### src/rtl/core/scpr_pkg.sv
`default_nettype none

package scpr_pkg;

  localparam int MAX_FRAMES_DEF = 16;
  localparam int PAGE_BITS_DEF  = 20;

  localparam int CFG_W   = 5;
  localparam int SLOT_W  = 4;
  localparam logic [CFG_W-1:0] CFG_RESET = 5'd16;

  // controller -> datapath
  typedef struct packed {
    logic load_req;
    logic scan;
    logic hit_mark;
    logic shift_start;
    logic shift_rd;
    logic shift_wr;
    logic append;
    logic evict_step;
    logic out_load;
  } scpr_cmd_t;

  // datapath -> controller
  typedef struct packed {
    logic page_zero;
    logic filled_zero;
    logic cmp_hit;
    logic cmp_last;
    logic append_ok;
    logic hand_zero;
    logic shift_last;
    logic evict_done;
  } scpr_status_t;

endpackage : scpr_pkg

`default_nettype wire

### src/rtl/core/scpr_datapath.sv
`default_nettype none

module scpr_datapath
  import scpr_pkg::*;
#(
  parameter int MAX_FRAMES = MAX_FRAMES_DEF,
  parameter int PAGE_BITS  = PAGE_BITS_DEF
) (
  input  wire logic                 clk,
  input  wire logic                 rst,
  input  wire logic                 cfg_wr_en,
  input  wire logic [CFG_W-1:0]     cfg_wr_data,
  input  wire logic [PAGE_BITS-1:0] page_number,
  input  wire scpr_cmd_t            cmd,
  output scpr_status_t              status,
  output logic                      page_fault,
  output logic [SLOT_W-1:0]         frame_slot
);

  localparam int HAND_W = (MAX_FRAMES > 1) ? $clog2(MAX_FRAMES) : 1;
  localparam int FILL_W = $clog2(MAX_FRAMES + 1);
  localparam int LIM_W  = (FILL_W > CFG_W) ? FILL_W : CFG_W;

  // page store, one write and one registered read per cycle
  logic [PAGE_BITS-1:0]  frame_pages [MAX_FRAMES];
  logic [PAGE_BITS-1:0]  rd_data;
  logic [HAND_W-1:0]     rd_addr;
  logic                  mem_we;
  logic [HAND_W-1:0]     mem_wa;
  logic [PAGE_BITS-1:0]  mem_wd;

  logic [MAX_FRAMES-1:0] ref_bits;
  logic [FILL_W-1:0]     filled;
  logic [HAND_W-1:0]     hand;
  logic [CFG_W-1:0]      frames_in_use;

  logic [PAGE_BITS-1:0]  req_page;
  logic [HAND_W-1:0]     walk;
  logic [HAND_W-1:0]     walk_dec;
  logic [HAND_W-1:0]     cmp_idx;
  logic                  cmp_valid;

  logic                  res_fault;
  logic [HAND_W-1:0]     res_slot;

  logic [HAND_W-1:0]     append_tgt;
  logic [HAND_W-1:0]     evict_h;
  logic [FILL_W-1:0]     evict_inc;
  logic [HAND_W-1:0]     evict_hand_next;
  logic                  under_limit;

  assign walk_dec   = walk - HAND_W'(1);
  assign rd_addr    = cmd.shift_rd ? walk_dec : walk;
  assign append_tgt = (hand == '0) ? HAND_W'(filled) : hand;

  // hand is brought back into the filled range before the sweep looks at it
  assign evict_h         = (FILL_W'(hand) >= filled) ? '0 : hand;
  assign evict_inc       = FILL_W'(evict_h) + FILL_W'(1);
  assign evict_hand_next = (evict_inc >= filled) ? '0 : HAND_W'(evict_inc);

  // limit saturates to 1..MAX_FRAMES
  always_comb begin
    if (frames_in_use == '0) begin
      under_limit = (filled == '0);
    end else begin
      under_limit = (LIM_W'(filled) < LIM_W'(frames_in_use));
    end
    if (filled == FILL_W'(MAX_FRAMES)) begin
      under_limit = 1'b0;
    end
  end

  always_comb begin
    mem_we = 1'b0;
    mem_wa = append_tgt;
    mem_wd = req_page;
    if (cmd.shift_wr) begin
      mem_we = 1'b1;
      mem_wa = walk;
      mem_wd = rd_data;
    end else if (cmd.append) begin
      mem_we = 1'b1;
      mem_wa = append_tgt;
    end else if (cmd.evict_step && !ref_bits[evict_h]) begin
      mem_we = 1'b1;
      mem_wa = evict_h;
    end
  end

  always_ff @(posedge clk) begin
    if (mem_we) begin
      frame_pages[mem_wa] <= mem_wd;
    end
    rd_data <= frame_pages[rd_addr];
  end

  always_comb begin
    status.page_zero   = (page_number == '0);
    status.filled_zero = (filled == '0);
    status.cmp_hit     = cmp_valid && (rd_data == req_page);
    status.cmp_last    = cmp_valid && ((FILL_W'(cmp_idx) + FILL_W'(1)) == filled);
    status.append_ok   = under_limit;
    status.hand_zero   = (hand == '0);
    status.shift_last  = (walk_dec == hand);
    status.evict_done  = !ref_bits[evict_h];
  end

  // table state
  always_ff @(posedge clk) begin
    if (rst) begin
      ref_bits      <= '0;
      filled        <= '0;
      hand          <= '0;
      frames_in_use <= CFG_RESET;
    end else begin
      if (cfg_wr_en) begin
        frames_in_use <= cfg_wr_data;
      end
      if (cmd.hit_mark) begin
        ref_bits[cmp_idx] <= 1'b1;
      end else if (cmd.shift_wr) begin
        ref_bits[walk] <= ref_bits[walk_dec];
      end else if (cmd.append) begin
        ref_bits[append_tgt] <= 1'b0;
        filled               <= filled + FILL_W'(1);
        if (hand != '0) begin
          hand <= hand + HAND_W'(1);
        end
      end else if (cmd.evict_step) begin
        ref_bits[evict_h] <= 1'b0;
        hand              <= evict_hand_next;
      end
    end
  end

  // scan control
  always_ff @(posedge clk) begin
    if (rst) begin
      cmp_valid <= 1'b0;
      walk      <= '0;
    end else begin
      if (cmd.load_req) begin
        cmp_valid <= 1'b0;
        walk      <= '0;
      end else if (cmd.shift_start) begin
        cmp_valid <= 1'b0;
        walk      <= HAND_W'(filled);
      end else if (cmd.scan) begin
        cmp_valid <= 1'b1;
        walk      <= walk + HAND_W'(1);
      end else if (cmd.shift_wr) begin
        walk      <= walk_dec;
      end
    end
  end

  // request and result payload
  always_ff @(posedge clk) begin
    if (cmd.load_req) begin
      req_page  <= page_number;
      res_fault <= 1'b0;
      res_slot  <= '0;
    end else if (cmd.hit_mark) begin
      res_fault <= 1'b0;
      res_slot  <= cmp_idx;
    end else if (cmd.append) begin
      res_fault <= 1'b1;
      res_slot  <= append_tgt;
    end else if (cmd.evict_step && !ref_bits[evict_h]) begin
      res_fault <= 1'b1;
      res_slot  <= evict_h;
    end
    if (cmd.scan) begin
      cmp_idx <= walk;
    end
    if (cmd.out_load) begin
      page_fault <= res_fault;
      frame_slot <= SLOT_W'(res_slot);
    end
  end

endmodule : scpr_datapath

`default_nettype wire

### src/rtl/core/scpr_controller.sv
`default_nettype none

module scpr_controller
  import scpr_pkg::*;
(
  input  wire logic         clk,
  input  wire logic         rst,
  input  wire logic         req_valid,
  output logic              req_stall,
  output logic              res_valid,
  input  wire logic         res_stall,
  input  wire scpr_status_t status,
  output scpr_cmd_t         cmd
);

  typedef enum logic [2:0] {
    ST_IDLE,
    ST_LOOKUP,
    ST_SHIFT_RD,
    ST_SHIFT_WR,
    ST_PLACE,
    ST_EVICT,
    ST_RESULT
  } state_t;

  state_t state;
  state_t state_next;
  logic   out_free;

  assign req_stall = (state != ST_IDLE);
  assign out_free  = !res_valid || !res_stall;

  always_comb begin
    cmd        = '0;
    state_next = state;
    unique case (state)
      ST_IDLE: begin
        if (req_valid) begin
          cmd.load_req = 1'b1;
          if (status.page_zero) begin
            state_next = ST_RESULT;
          end else if (status.filled_zero) begin
            state_next = ST_PLACE;
          end else begin
            state_next = ST_LOOKUP;
          end
        end
      end
      ST_LOOKUP: begin
        cmd.scan = 1'b1;
        if (status.cmp_hit) begin
          cmd.hit_mark = 1'b1;
          state_next   = ST_RESULT;
        end else if (status.cmp_last) begin
          // miss: append behind the hand, or sweep for a victim
          if (!status.append_ok) begin
            state_next = ST_EVICT;
          end else if (status.hand_zero) begin
            state_next = ST_PLACE;
          end else begin
            cmd.shift_start = 1'b1;
            state_next      = ST_SHIFT_RD;
          end
        end
      end
      ST_SHIFT_RD: begin
        cmd.shift_rd = 1'b1;
        state_next   = ST_SHIFT_WR;
      end
      ST_SHIFT_WR: begin
        cmd.shift_wr = 1'b1;
        state_next   = status.shift_last ? ST_PLACE : ST_SHIFT_RD;
      end
      ST_PLACE: begin
        cmd.append = 1'b1;
        state_next = ST_RESULT;
      end
      ST_EVICT: begin
        cmd.evict_step = 1'b1;
        if (status.evict_done) begin
          state_next = ST_RESULT;
        end
      end
      ST_RESULT: begin
        if (out_free) begin
          cmd.out_load = 1'b1;
          state_next   = ST_IDLE;
        end
      end
      default: begin
        state_next = ST_IDLE;
      end
    endcase
  end

  always_ff @(posedge clk) begin
    if (rst) begin
      state     <= ST_IDLE;
      res_valid <= 1'b0;
    end else begin
      state <= state_next;
      if (cmd.out_load) begin
        res_valid <= 1'b1;
      end else if (!res_stall) begin
        res_valid <= 1'b0;
      end
    end
  end

endmodule : scpr_controller

`default_nettype wire

### src/rtl/core/second_chance_page_replacer_core.sv
`default_nettype none

// channel   signals                     payload
// request   req_valid / req_stall       page_number
// result    res_valid / res_stall       page_fault, frame_slot
// config    cfg_wr_en                   cfg_wr_data (frames in use)
//
// one request at a time; the page store is scanned one slot a cycle through its
// registered read port, so a hit stops the scan at its slot and a miss scans every
// filled slot; a zero page skips the scan; a fill moves each entry past the hand,
// an eviction sweeps past referenced pages, clearing each (at most the filled count)
// reset clears the hand, filled count and referenced bits and sets the limit to 16
// a stalled result holds in the output register while the next request is taken

module second_chance_page_replacer_core
  import scpr_pkg::*;
#(
  parameter int MAX_FRAMES = MAX_FRAMES_DEF,
  parameter int PAGE_BITS  = PAGE_BITS_DEF
) (
  input  wire logic                 clk,
  input  wire logic                 rst,
  input  wire logic                 cfg_wr_en,
  input  wire logic [CFG_W-1:0]     cfg_wr_data,
  input  wire logic                 req_valid,
  output logic                      req_stall,
  input  wire logic [PAGE_BITS-1:0] page_number,
  output logic                      res_valid,
  input  wire logic                 res_stall,
  output logic                      page_fault,
  output logic [SLOT_W-1:0]         frame_slot
);

  scpr_cmd_t    cmd;
  scpr_status_t status;

  scpr_controller u_ctrl (
    .clk       (clk),
    .rst       (rst),
    .req_valid (req_valid),
    .req_stall (req_stall),
    .res_valid (res_valid),
    .res_stall (res_stall),
    .status    (status),
    .cmd       (cmd)
  );

  scpr_datapath #(
    .MAX_FRAMES (MAX_FRAMES),
    .PAGE_BITS  (PAGE_BITS)
  ) u_dp (
    .clk         (clk),
    .rst         (rst),
    .cfg_wr_en   (cfg_wr_en),
    .cfg_wr_data (cfg_wr_data),
    .page_number (page_number),
    .cmd         (cmd),
    .status      (status),
    .page_fault  (page_fault),
    .frame_slot  (frame_slot)
  );

endmodule : second_chance_page_replacer_core

`default_nettype wire

### config.mk
export PLATFORM = sky130hd
export DESIGN_NAME = second_chance_page_replacer_core
export DESIGN_NICKNAME = d
export VERILOG_FILES = /design/src/rtl/core/scpr_pkg.sv /design/src/rtl/core/scpr_datapath.sv /design/src/rtl/core/scpr_controller.sv /design/src/rtl/core/second_chance_page_replacer_core.sv
export SDC_FILE = /design/constraint.sdc
export NUM_CORES = 1
export LEC_CHECK = 0
export BUFFER_PORTS_ARGS = -buffer_cell sky130_fd_sc_hd__buf_2
export CAP_MARGIN = 20
export CELL_PAD_IN_SITES_DETAIL_PLACEMENT = 1
export CELL_PAD_IN_SITES_GLOBAL_PLACEMENT = 1
export CORE_MARGIN = 2
export CORE_UTILIZATION = 54
export CTS_CLUSTER_SIZE = 30
export DETAILED_ROUTE_END_ITERATION = 16
export MAX_ROUTING_LAYER = met4
export PLACE_DENSITY_LB_ADDON = 0.1
export SYNTH_ARGS = -nofsm -noshare
export SYNTH_HDL_FRONTEND = slang
export SYNTH_SLANG_ARGS = --single-unit
export TNS_END_PERCENT = 1
### constraint.sdc
create_clock -name clk -period 5.95 [get_ports clk]
set_clock_uncertainty 0.15 [all_clocks]
set_input_delay 0.595 -clock clk [delete_from_list [all_inputs] [get_ports clk]]
set_output_delay 0.595 -clock clk [all_outputs]
set_load 0.01 [all_outputs]
After elaboration in Yosys (flattened, before gate mapping)
Memory sizes are Yosys's and may differ from the RTL's. A register that Yosys moved wholly into a read port is not among the register bits.
Index checks and enable logic that the tools add are counted.
{"block": "op_classes", "n_reduce_logical": 29, "bitwise_logic": 7, "n_eq_ne": 16, "n_lt_le_gt_ge": 12, "n_addsub": 6, "muxes": 70}
{"operator": "16-bit two-way mux", "count": 4}
{"operator": "4-bit two-way mux", "count": 16}
{"operator": "3-bit two-way mux", "count": 11}
{"operator": "16-bit AND", "count": 2}
{"operator": "16-bit NOT", "count": 2}
{"operator": "1-bit two-way mux", "count": 30}
{"operator": "4-bit by 5-bit < comparator with 1-bit output, second input constant", "count": 5}
{"operator": "3-bit case mux with 7 select lines", "count": 1}
{"operator": "20-bit equality test", "count": 1}
{"operator": "20-bit zero test", "count": 1}
{"operator": "20-bit two-way mux", "count": 1}
{"operator": "16-bit bitwise mux", "count": 1}
{"operator": "1-bit demux with 4-bit select", "count": 4}
{"operator": "4-bit by 1-bit >= comparator with 1-bit output, second input constant", "count": 4}
{"operator": "16-bit bitwise OR", "count": 1}
{"operator": "4-bit by 1-bit adder with 5-bit output, second input constant", "count": 2}
{"operator": "5-bit zero test", "count": 2}
{"operator": "3-bit equality test, second input constant", "count": 3}
{"operator": "3-bit nonzero test", "count": 3}
{"operator": "4-bit by 1-bit adder with 4-bit output, second input constant", "count": 2}
{"operator": "1-bit binary-select mux with 4-bit select", "count": 2}
{"operator": "4-bit AND reduction", "count": 2}
{"operator": "4-bit nonzero test", "count": 2}
{"operator": "1-bit logical AND", "count": 7}
{"operator": "other kinds (22)", "count": 31}
{"block": "totals", "mem_count": 1, "output_inout_bits": 7, "mem_bits_rw": 320, "regBits": 73, "wordCells": 155}
{"memory": "u_dp.frame_pages", "depth": 16, "word_bits": 20, "rd": 1, "rd_clocked_by_memory_dff": 1, "write_ports": 1, "line": "scpr_datapath.sv:25", "text": "logic [PAGE_BITS-1:0] frame_pages [MAX_FRAMES];"}

Logic depth before layout (Yosys ltp)
{"block": "logic_depth", "word_depth": 12, "depth_mapped": 15, "mapped_depth_nobuf": 15}

By module
From an unflattened synthesis, not the netlist that was laid out.
{"block": "hier_totals", "hier_cells": 1089, "hier_area_um2": 17883.4}
{"mod": "scpr_datapath", "seq_area_each_um2": 11681.2, "area_each_um2": 17485.5, "cells_per_inst": 1036, "instances": 1}
{"mod": "scpr_controller", "seq_area_each_um2": 80.1, "area_each_um2": 397.9, "cells_per_inst": 53, "instances": 1}

Least setup slack after synthesis
OpenSTA, ideal clock, no wires.
{"block": "synth_path", "path_type": "reg2reg", "startpoint": "register u_dp.filled[2]", "endpoint": "memory u_dp.frame_pages[0][0] (netlist name), enable pin", "t_required_ps": 5378, "t_arrival_ps": 3849, "path_slack_ps": 1528, "synth_period_minus_slack_ps": 4422, "stages_incl_launch_ff": 11, "cell_sequence": "dfxtp_1 inv_1 ha_1 nor3_1 or3_1 clkbuf_1 o2111ai_1 nand4_1 mux2i_1 mux2_2 nor3_1"}
{"block": "synth_between", "elab_chain_len": 11}
{"element": "start: declaration", "line": "scpr_datapath.sv:33", "text": "logic [FILL_W-1:0] filled;"}
{"element": "start signal: assignment", "line": "scpr_datapath.sv:125", "text": "filled <= filled + FILL_W'(1);"}
{"element": "4-bit by 5-bit >= comparator with 1-bit output", "line": "scpr_datapath.sv:57", "text": "assign evict_h = (FILL_W'(hand) >= filled) ? '0 : hand;"}
{"element": "4-bit two-way mux", "line": "scpr_datapath.sv:57"}
{"element": "1-bit binary-select mux with 4-bit select", "line": "scpr_datapath.sv:84", "text": "end else if (cmd.evict_step && !ref_bits[evict_h]) begin"}
{"element": "1-bit two-way mux (implied by the code)", "line": "scpr_datapath.sv:84"}
{"element": "1-bit zero test", "line": "scpr_datapath.sv:84"}
{"element": "1-bit logical AND", "line": "scpr_datapath.sv:84"}
{"element": "1-bit two-way mux", "line": "scpr_datapath.sv:84"}
{"element": "1-bit two-way mux", "line": "scpr_datapath.sv:81", "text": "end else if (cmd.append) begin"}
{"element": "1-bit two-way mux", "line": "scpr_datapath.sv:77", "text": "if (cmd.shift_wr) begin"}
{"element": "1-bit two-way mux", "line": "scpr_datapath.sv:91", "text": "if (mem_we) begin"}
{"element": "1-bit two-way mux (implied by the code)", "line": "scpr_datapath.sv:92", "text": "frame_pages[mem_wa] <= mem_wd;"}
{"element": "end: declaration", "line": "scpr_datapath.sv:25"}
Parallel ways exist; a longest one is shown, timed or not. The select of a mux whose other input is x is not followed.

Worst setup path in the final report
{"block": "layout_path", "startpoint": "register u_dp.hand[0]", "endpoint": "memory u_dp.frame_pages[6][14] (netlist name), enable pin"}
{"block": "layout_between", "elab_chain_len": 11}
{"element": "start: declaration", "line": "scpr_datapath.sv:34", "text": "logic [HAND_W-1:0] hand;"}
{"element": "start signal: assignment", "line": "scpr_datapath.sv:127", "text": "hand <= hand + HAND_W'(1);"}
{"element": "start signal: assignment", "line": "scpr_datapath.sv:131", "text": "hand <= evict_hand_next;"}
{"element": "4-bit by 5-bit >= comparator with 1-bit output", "line": "scpr_datapath.sv:57"}
{"element": "4-bit two-way mux", "line": "scpr_datapath.sv:57"}
{"element": "1-bit binary-select mux with 4-bit select", "line": "scpr_datapath.sv:84"}
{"element": "1-bit two-way mux (implied by the code)", "line": "scpr_datapath.sv:84"}
{"element": "1-bit zero test", "line": "scpr_datapath.sv:84"}
{"element": "1-bit logical AND", "line": "scpr_datapath.sv:84"}
{"element": "1-bit two-way mux", "line": "scpr_datapath.sv:84"}
{"element": "1-bit two-way mux", "line": "scpr_datapath.sv:81"}
{"element": "1-bit two-way mux", "line": "scpr_datapath.sv:77"}
{"element": "1-bit two-way mux", "line": "scpr_datapath.sv:91"}
{"element": "1-bit two-way mux (implied by the code)", "line": "scpr_datapath.sv:92"}
Parallel ways exist; a longest one is shown, timed or not. The select of a mux whose other input is x is not followed.

==> qor.yml <==
synth_cell_types: 68
grt_max_degree: 81
hold_viol_final: 0
met3_usage_pct: 3.66
grt-ovfl-total: 0
worst-path-max-fanout: 20
synth_edf_count: 349
wl_per_cell_um: 29.3
cpPeakStageDelay_ns: 0.62
worstPathRequired_ns: 6.00
cts_tree: "yes"
clk_latency_ns: 0.55
antenna_cells: 0
finalCritPeriodShare_pct: 72.0
firstDrtPassIters: 5
num_io_pins: 37
grt_pass1_vias: 11756
vias_per_cell: 6.41
syn_area_per_cell_um2: 15.5
nNetsFinal: 1281
critPathKind: "reg -> reg"
yosys-top-cells-count: "edfxtp_1, nand2_1, mux4_2"
cts_buffers: 43
netlist_instances: 1167
syn_area_um2: 18000
wirelength_um: 49700
fmax_ghz: 0.233
clkTransAtPathRegs_ns: 0.06
drtIter0Drc: 930
synth.most_common_cell: "edfxtp_1"
drv_cap: 0
synthArstFlopShare_pct: 0
htreeDepth: 2
slew_headroom_pct: 31.3
drive_gt1_share_pct: 22.2
cp_slowest_cell: "dfxtp_1"
core_area_um2: 32700
p_per_area_nw_per_um2: 459
synth-main-ff-cell: "edfxtp_1"
gr-max-usage-layer: "met2"
rsz0062_at_grt: "no"
worstSetupEndpointType: "flop"
place_congestion: 0.957
post-cts-setup-buffers: 0
crit_family: "compound AO/OA/AOI/OAI gates"
grt_pass1_wl_um: 74900
yosys_warnings: 0
critPathLaunchType: "flop"
clock_path_buffers: 3
start_util_pct: 55.2
use_met1_pct: 36.3
die_h_um: 187
root_buffer: "clkbuf_16"
hold_slack_ns: 0.0875
netlist_top_cells_area: "edfxtp_1, mux4_2, dfxtp_1"
numClockSinks: 413
cts_resized: 0
min_period_ns: 4.28
tightest_slew_ns: 1.03
grt_use_met2_pct: 50.7
die-area_um2: 34900
yosysTopAreaCell: "edfxtp_1"
cp_cell_sequence: "inv_1 > ha_1 > nor2b_1 > o21ai_0 > a31oi_1 > nand4_1 > mux2i_1 > o21ai_1 > nor3_2 > buf_4"
netlist.area_leader.share_pct: 58.1
dp_hpwl_um: 31900
grt_usage_pct: 29.9
ir_worst_vdd_mv: 0.316
io_buffer_count: 36
vias: 10881
setup_viol: 0
p_leak_nw: 6.73
ys_seq_area_share_pct: 65.2
crit_arrival_ns: 4.33
slew_viol_final: 0
num_rows: 66
detail-route-antenna-nets: 0
critPathBufInv: 2
synth_nets: 1227
min_path_type: "in -> reg"
hold_buffers: 0
setup-tns-final_ns: 0
outcome: "completed"
die_w_um: 187
antenna_found_initial: 0
ys_seq_elements: 413
area_growth_pct: 12.6
n_fill_cell: 2996
drc: 0
[through the flow]
stage	utilization [%]	std cells	worst slack (ns)	cell area [µm²]	power, W
final	62.2	1697	1.67	20300	0.00933
after global routing	62.2	1697	1.42	20300	0.00968
after CTS	62.2	1697	1.75	20300	0.00939
after detailed placement	57.9	1618	1.79	18900	0.00670
after global placement	57.9	1618	1.95	18900	0.00662
after floorplan	-	1167	1.53	18000	0.00580
[cell usage in the layout, fill, tap and decap left out, drive strengths merged, types with 4 or more instances in the layout]
cell	netlist	final
a211oi	4	4
a21o	6	6
a21oi	41	41
a31oi	18	18
and2	6	6
and3	10	10
buf	17	66
bufinv	0	4
clkbuf	40	58
clkinv	1	16
dfxtp	64	64
edfxtp	349	349
ha	30	30
inv	33	34
mux2	5	5
mux2i	16	16
mux4	106	106
nand2	113	113
nand2b	13	13
nand3	29	29
nand4	13	13
nor2	37	37
nor2b	9	9
nor3	34	34
nor3b	4	4
nor4	9	9
o211ai	9	9
o21ai	42	42
o221ai	4	4
o22a	7	7
o22ai	13	13
o31ai	5	5
or3	5	5
or4	5	5
xnor2	28	28
xor2	12	12
[final timing paths]
path,cells past startpoint,start,endpoint,slack [ns]
worst max-delay path,10,u_dp.hand[0],u_dp.frame_pages[6][14],1.67
worst min-delay path,1,page_number[1],u_dp.req_page[1],0.09
worst max register to register,10,u_dp.hand[0],u_dp.frame_pages[6][14],1.67
worst min register to register,0,u_dp.res_fault,u_dp.page_fault,0.29
[state kept, by name, summed over array words and instances, names as in the netlist, 3 cells and up]
register,flops
u_dp.walk,4
u_dp.rd_data,20
u_ctrl.state,3
u_dp.frame_pages,320
u_dp.frame_slot,4
u_dp.res_slot,4
u_dp.filled,5
u_dp.req_page,20
u_dp.cmp_idx,4
u_dp.frames_in_use,5
u_dp.ref_bits,16
u_dp.hand,4
[power breakdown]
| group | internal [W] | switching (W) |
|---|---|---|
| clock network | 0.00155 | 0.00112 |
| logic | 0.00120 | 0.00162 |
| registers | 0.00363 | 0.000219 |
| total | 0.00638 | 0.00295 |
[per-layer routing]
layer	share of wire (%)	wire length (µm)
met5	0	0
met2	52	25600
met1	39	19300
met4	4.7	2340
met3	4.9	2430
[final cells by class]
| type | count | area (µm²) | share of cell area [%] |
|---|---|---|---|
| Inverter | 34 | 128 | 0.628 |
| Timing Repair Buffer | 66 | 443 | 2.18 |
| Tap cell | 442 | 553 | 2.72 |
| Clock inverter | 21 | 233 | 1.14 |
| Sequential cell | 413 | 11800 | 57.8 |
| Multi-Input combinational cell | 663 | 6050 | 29.8 |
| Clock buffer | 58 | 1160 | 5.72 |
[kinds of logic after synthesis]
group | share of synthesized area, %
flops | 65.2
simple gates | 7.96
compound gates | 6.38
mux | 14.4
buf+inv | 2.05
xor+xnor | 1.94
fa+ha+maj | 2.08
(Power assumes the default switching activity.)
